[config.mk]
export PLATFORM = sky130hd
export DESIGN_NAME = rv32_subset_decode_execute
export DESIGN_NICKNAME = d
export VERILOG_FILES = /design/src/hdl/rsde_pkg.sv /design/src/hdl/rsde_decode.sv /design/src/hdl/rsde_alu.sv /design/src/hdl/rv32_subset_decode_execute.sv
export SDC_FILE = /design/constraint.sdc
export NUM_CORES = 1
export LEC_CHECK = 0
export ABC_AREA = 1
export BUFFER_PORTS_ARGS = -buffer_cell sky130_fd_sc_hd__buf_2
export CORE_MARGIN = 1.5
export CORE_UTILIZATION = 25
export CTS_BUF_LIST = sky130_fd_sc_hd__clkbuf_4
export DETAILED_ROUTE_END_ITERATION = 12
export PLACE_DENSITY = 0.42
export SLEW_MARGIN = 10
export SYNTH_ARGS = -nofsm -noshare
export SYNTH_HDL_FRONTEND = slang
export SYNTH_SLANG_ARGS = --single-unit
[constraint.sdc]
create_clock -name clk -period 8.2 [get_ports clk]
set_clock_uncertainty 0.1 [all_clocks]
set_input_delay 1.23 -clock clk [delete_from_list [all_inputs] [get_ports clk]]
set_output_delay 1.23 -clock clk [all_outputs]
set_load 0.01 [all_outputs]
[src/hdl/rsde_pkg.sv]
`timescale 1ns / 1ps

package rsde_pkg;

  localparam logic [6:0] OPC_R     = 7'b0110011;
  localparam logic [6:0] OPC_I     = 7'b0010011;
  localparam logic [6:0] OPC_BR    = 7'b1100011;
  localparam logic [6:0] OPC_JALR  = 7'b1100111;
  localparam logic [6:0] OPC_LOAD  = 7'b0000011;
  localparam logic [6:0] OPC_STORE = 7'b0100011;
  localparam logic [6:0] OPC_LUI   = 7'b0110111;

  localparam logic [2:0] F3_ADD  = 3'b000;
  localparam logic [2:0] F3_SLTU = 3'b011;
  localparam logic [2:0] F3_SRA  = 3'b101;
  localparam logic [2:0] F3_OR   = 3'b110;
  localparam logic [2:0] F3_AND  = 3'b111;

  typedef enum logic [2:0] {
    ALU_ADD  = 3'd0,
    ALU_SUB  = 3'd1,
    ALU_OR   = 3'd2,
    ALU_AND  = 3'd3,
    ALU_SRA  = 3'd4,
    ALU_SLTU = 3'd5,
    ALU_LUI  = 3'd6
  } alu_op_t;

  typedef struct packed {
    logic [31:0]        instr;
    logic signed [31:0] rs1_value;
    logic signed [31:0] rs2_value;
  } in_t;

  typedef struct packed {
    logic [4:0]         rs1_index;
    logic [4:0]         rs2_index;
    logic [4:0]         rd_index;
    logic signed [19:0] imm;
    logic               reg_write;
    logic               mem_read;
    logic               mem_write;
    logic               mem_to_reg;
    logic               branch;
    logic signed [31:0] alu_result;
    logic               zero;
    logic               illegal;
  } out_t;

  // Decoder to ALU control
  typedef struct packed {
    alu_op_t     op;
    logic        sel_rs2;   // second operand is rs2_value, else the immediate
    logic [31:0] imm;
    logic        illegal;
  } alu_ctrl_t;

  // Decoder fields that go straight to the result
  typedef struct packed {
    logic [4:0]  rs1_index;
    logic [4:0]  rs2_index;
    logic [4:0]  rd_index;
    logic [19:0] imm;
    logic        reg_write;
    logic        mem_read;
    logic        mem_write;
    logic        mem_to_reg;
    logic        branch;
    logic        illegal;
  } dec_fields_t;

endpackage

[src/hdl/rsde_decode.sv]
`timescale 1ns / 1ps

module rsde_decode
  import rsde_pkg::*;
(
  input  logic [31:0] instr,
  output dec_fields_t fields,
  output alu_ctrl_t   ctrl
);

  logic [6:0]  opc;
  logic [2:0]  f3;
  logic [6:0]  f7;
  logic [31:0] imm_i;
  logic [31:0] imm_s;
  logic [31:0] imm_b;
  logic [31:0] imm_u;
  logic [31:0] imm;
  logic        rw, mr, mw, br, use_rs1, use_rs2, bad;
  alu_op_t     op;

  assign opc = instr[6:0];
  assign f3  = instr[14:12];
  assign f7  = instr[31:25];

  assign imm_i = {{20{instr[31]}}, instr[31:20]};
  assign imm_s = {{20{instr[31]}}, instr[31:25], instr[11:7]};
  // halfword offset without the trailing zero bit
  assign imm_b = {{20{instr[31]}}, instr[31], instr[7], instr[30:25], instr[11:8]};
  assign imm_u = {{12{instr[31]}}, instr[31:12]};

  always_comb begin
    rw      = 1'b0;
    mr      = 1'b0;
    mw      = 1'b0;
    br      = 1'b0;
    use_rs1 = 1'b1;
    use_rs2 = 1'b0;
    bad     = 1'b0;
    imm     = '0;
    op      = ALU_ADD;
    unique case (opc)
      OPC_R: begin
        rw      = 1'b1;
        use_rs2 = 1'b1;
        unique case (f3)
          F3_ADD:  op = (f7 != 7'd0) ? ALU_SUB : ALU_ADD;
          F3_OR:   op = ALU_OR;
          F3_AND:  op = ALU_AND;
          F3_SRA:  op = ALU_SRA;
          default: bad = 1'b1;
        endcase
      end
      OPC_I: begin
        rw  = 1'b1;
        imm = imm_i;
        unique case (f3)
          F3_ADD:  op = ALU_ADD;
          F3_OR:   op = ALU_OR;
          F3_AND:  op = ALU_AND;
          F3_SLTU: op = ALU_SLTU;
          default: bad = 1'b1;
        endcase
      end
      OPC_BR: begin
        br      = 1'b1;
        use_rs2 = 1'b1;
        op      = ALU_SUB;
        imm     = imm_b;
      end
      OPC_JALR: begin
        rw  = 1'b1;
        br  = 1'b1;
        imm = {20'd0, instr[31:20]};
      end
      OPC_LOAD: begin
        rw  = 1'b1;
        mr  = 1'b1;
        imm = imm_i;
      end
      OPC_STORE: begin
        mw      = 1'b1;
        use_rs2 = 1'b1;
        imm     = imm_s;
      end
      OPC_LUI: begin
        rw      = 1'b1;
        use_rs1 = 1'b0;
        op      = ALU_LUI;
        imm     = imm_u;
      end
      default: bad = 1'b1;
    endcase
  end

  always_comb begin
    if (bad) begin
      fields         = '0;
      fields.illegal = 1'b1;
    end else begin
      fields.rs1_index  = use_rs1 ? instr[19:15] : 5'd0;
      fields.rs2_index  = use_rs2 ? instr[24:20] : 5'd0;
      fields.rd_index   = rw ? instr[11:7] : 5'd0;
      fields.imm        = imm[19:0];
      fields.reg_write  = rw;
      fields.mem_read   = mr;
      fields.mem_write  = mw;
      fields.mem_to_reg = mr;
      fields.branch     = br;
      fields.illegal    = 1'b0;
    end
  end

  assign ctrl.op      = op;
  assign ctrl.sel_rs2 = (opc == OPC_R) || (opc == OPC_BR);
  assign ctrl.imm     = imm;
  assign ctrl.illegal = bad;

endmodule

[src/hdl/rsde_alu.sv]
`timescale 1ns / 1ps

module rsde_alu
  import rsde_pkg::*;
(
  input  logic [31:0] rs1_value,
  input  logic [31:0] rs2_value,
  input  alu_ctrl_t   ctrl,
  output logic [31:0] result,
  output logic        zero
);

  logic [31:0] opnd;
  logic [31:0] diff;
  logic [31:0] res;

  assign opnd = ctrl.sel_rs2 ? rs2_value : ctrl.imm;
  assign diff = rs1_value - opnd;

  always_comb begin
    unique case (ctrl.op)
      ALU_ADD:  res = rs1_value + opnd;
      ALU_SUB:  res = diff;
      ALU_OR:   res = rs1_value | opnd;
      ALU_AND:  res = rs1_value & opnd;
      ALU_SRA:  res = $unsigned($signed(rs1_value) >>> opnd[4:0]);
      ALU_SLTU: res = {31'd0, (rs1_value < opnd)};
      ALU_LUI:  res = {ctrl.imm[19:0], 12'd0};
      default:  res = '0;
    endcase
  end

  assign result = ctrl.illegal ? 32'd0 : res;
  assign zero   = !ctrl.illegal && (ctrl.op == ALU_SUB) && (diff == 32'd0);

endmodule

[src/hdl/rv32_subset_decode_execute.sv]
`timescale 1ns / 1ps

// RV32 subset decode and execute. Each instruction transfer on cmd
// (instruction word plus both source values) produces one result transfer on
// rsp, carrying the register indices, immediate, control bits, ALU result,
// zero flag and illegal flag. One instruction is taken
// every cycle: decode and ALU sit between an input register and a result
// register, and each register is released as soon as the next stage can take
// its contents, so rsp_stall throttles cmd only while both registers are full.
// Unsupported opcodes, and unsupported funct3 codes of R-type and I-type
// instructions, give illegal = 1 with every other field 0.
module rv32_subset_decode_execute
  import rsde_pkg::*;
(
  input  logic clk,
  input  logic rst,
  input  logic cmd_valid,
  output logic cmd_stall,
  input  in_t  cmd,
  output logic rsp_valid,
  input  logic rsp_stall,
  output out_t rsp
);

  logic        cmd_full;
  in_t         cmd_q;
  logic        rsp_ready;
  dec_fields_t fields;
  alu_ctrl_t   ctrl;
  logic [31:0] result;
  logic        zero;
  out_t        rsp_next;

  assign rsp_ready = !rsp_valid || !rsp_stall;
  assign cmd_stall = cmd_full && !rsp_ready;

  always_ff @(posedge clk) begin
    if (rst) begin
      cmd_full  <= 1'b0;
      rsp_valid <= 1'b0;
    end else begin
      if (!cmd_stall) cmd_full <= cmd_valid;
      if (rsp_ready) rsp_valid <= cmd_full;
    end
  end

  always_ff @(posedge clk) begin
    if (cmd_valid && !cmd_stall) cmd_q <= cmd;
    if (rsp_ready && cmd_full) rsp <= rsp_next;
  end

  rsde_decode u_decode (
    .instr  (cmd_q.instr),
    .fields (fields),
    .ctrl   (ctrl)
  );

  rsde_alu u_alu (
    .rs1_value (cmd_q.rs1_value),
    .rs2_value (cmd_q.rs2_value),
    .ctrl      (ctrl),
    .result    (result),
    .zero      (zero)
  );

  always_comb begin
    rsp_next.rs1_index  = fields.rs1_index;
    rsp_next.rs2_index  = fields.rs2_index;
    rsp_next.rd_index   = fields.rd_index;
    rsp_next.imm        = fields.imm;
    rsp_next.reg_write  = fields.reg_write;
    rsp_next.mem_read   = fields.mem_read;
    rsp_next.mem_write  = fields.mem_write;
    rsp_next.mem_to_reg = fields.mem_to_reg;
    rsp_next.branch     = fields.branch;
    rsp_next.alu_result = result;
    rsp_next.zero       = zero;
    rsp_next.illegal    = fields.illegal;
  end

endmodule

==> flow_summary.ini <==
[outcome]
status = finished, final reports clean

[floorplanning]
dieArea_um2 = 57000
num_rows = 86
die_h_um = 239
initial_core_util = 0.253
pin_count = 176
core_um2 = 55000
die_w_um = 239

[grt]
track_usage = 0.234
antenna_found_initial = 3
grt_pass1_wl_mm = 94.9
grt_pass1_vias = 13534
grt_max_degree = 60
gr-total-overflow = 0

[clocking]
htreeDepth = 4
cts_tree = yes
cts_root_buf = clkbuf_4
clockBufferDepth = 2
cts_resized = 0
clk_pin_slew_ns = 0.22
post_cts_buffers = 0
cts_buffers = 17
ctsHoldBuffers = 0
clock-sinks = 171
insertion_delay_ns = 0.79

[route]
wirelength_mm = 66.7
wl_per_cell_um = 23.7
detail-route-antenna-nets = 0
dr.pass1.iters = 6
vias = 14149
drtIter0Drc = 1519
via_per_inst = 5.02
drc = 0

[worst_setup_path]
path_class = reg2reg
startpoint_type = register
cp.required_ns = 8.70
worstReg2RegEnd = rsp[29]$_SDFFCE_PP0P_
worstPathArrival_ns = 6.54
cp-startpoint = cmd_q[66]$_DFFE_PP_
worstRegToRegCells = 23
crit_path_end = rsp[29]$_SDFFCE_PP0P_
reg2reg_slack_ns = 2.15
cp_max_fo = 35
critPathCaptureType = register
reg2reg_from = cmd_q[66]$_DFFE_PP_

[synth]
synth_cells = 1913
yosysWarnings = 0
avgSynthCellArea_um2 = 7.26
synth_edf_count = 169
async_flop_share = 0
ys_types = 55
synth_flop_cell = edfxtp_1
ys_ff_latch = 171
syn_area_um2 = 13900
seq_area_frac_synth = 0.368
syn_nets = 2109

[run]
maxCapViolations = 0

[hold_path]
hold_depth = 2
hold_path_class = reg2reg

[timing]
rsz0062_at_grt = false
fin_setup_tns_ns = 0
finalHoldViolCount = 0
postLayoutSetupSlackWorst_ns = 2.15
setup_viol = 0
holdWs_ns = 0.443
worst_pin_slew_ns = 1.16
fin_crit_ns = 6.05
max_freq_ghz = 0.165
timing.final.crit_share = 0.737
slew-limit-headroom = 0.225
slew_violations = 0

[final_layout]
instances_no_fill = 2816
final_net_count = 2247
syn_to_final_growth_pct = 13.6
utilization = 0.287
drive_above_1_share = 0.131

[power]
ir_worst_vdd_v = 0.000101
p_leak_nw = 7.30
power_density_nw_per_um2 = 135

[placement]
place.gp.congestion = 0.954
place_inst = 2780
hpwl_mm = 54.4
post-place-ws_ns = 2.20
io_buffer_count = 175
## metal layers
layer / vias to the layer above / GRT usage / share of wire
met5: - / 0 / 0.00016
met4: 2 / 0.0783 / 0.028
li1: 6671 / - / -
met3: 72 / 0.0376 / 0.058
met2: 490 / 0.377 / 0.46
met1: 6914 / 0.319 / 0.46
## sequential cells by signal, indices dropped and copies added (netlist names)
signal	flops
rsp	73
rsp_valid	1
cmd_q	96
cmd_full	1
## worst min-delay path by stage
stage / start / endpoint
global placement: rsp_valid$_SDFFE_PP0N_ / rsp_valid$_SDFFE_PP0N_
CTS: cmd[23] / cmd_q[23]$_DFFE_PP_
finish: rsp_valid$_SDFFE_PP0N_ / rsp_valid$_SDFFE_PP0N_
floorplan: cmd_full$_SDFFE_PP0N_ / rsp_valid$_SDFFE_PP0N_
detailed placement: cmd_full$_SDFFE_PP0N_ / rsp_valid$_SDFFE_PP0N_
global route: rst / rsp_valid$_SDFFE_PP0N_
## through the flow
stage / area [um^2] / power, mW
finish: 15800 / 2.12
global route: 15800 / 2.23
CTS: 15800 / 2.14
detailed placement: 15500 / 1.56
global placement: 15500 / 1.56
floorplan: 13900 / 1.35
## critical path: stages (launching register included)
cell      delay, ns
edfxtp_1       0.41
inv_1          0.06
nand2_1        0.08
nor2_4         0.28
nand2_4        0.17
nand2_4        0.21
inv_2          0.27
nor2_1         0.16
o21bai_2       0.23
clkinv_1       0.68
ha_1           0.73
inv_1          0.14
o21ai_0        0.37
nand3_1        0.12
nand3_1        0.29
nand3_1        0.11
nand3_1        0.16
nand2_1        0.08
nand2_1        0.09
a21oi_1        0.06
o21ai_0        0.19
nand3_1        0.25
a21oi_1        0.45
a21oi_1        0.13
## cells in the mapped netlist (20+ instances only)
cell,n,area (um^2)
nand2_1,458,1720
inv_1,263,987
nor2_1,205,769
nand3_1,183,916
edfxtp_1,169,5070
a21oi_1,134,671
ha_1,94,1180
o21ai_0,84,420
clkbuf_1,32,120
o21ai_1,32,160
o211ai_1,24,180
nand4_1,21,131
buf_2,20,100
## placed cells by master (no fill, tap or decap), types with 11 or more instances in the layout
master    count
a21oi_1     133
a31oi_1      11
buf_2       175
buf_4        13
clkbuf_4     18
edfxtp_1    169
ha_1         94
inv_1       262
nand2_1     458
nand3_1     182
nand4_1      21
nor2_1      205
nor3_1       18
o211ai_1     24
o21a_1       11
o21ai_0      84
o21ai_1      32
o22ai_1      16
xor2_1       12
## cell type report
class                   instances  area, um^2
well taps                     748         936
clock inverters                14         176
flip-flops and latches        171        5110
clock buffers                  18         135
fillers                      6138       39200
repair buffers                188         973
multi-input cells            1399        7400
diodes                          4        10.0
inverters                     274        1030
## logic make-up (layout without fill, tap and decap cells)
group,after synthesis,count (layout),synth area share
mux,1,1,0.000720
simple gates,927,927,0.284
xor+xnor,13,13,0.00819
flops,171,171,0.368
fa+ha+maj,96,96,0.0875
buf+inv,343,494,0.101
other cells,0,4,0
compound gates,362,362,0.151
## where the power goes
part	switching, mW	total (mW)	internal (mW)
logic	0.360	0.508	0.148
registers	0.0355	1.04	1.00
clock network	0.404	0.577	0.172
Power figures use the tool's default switching activity.
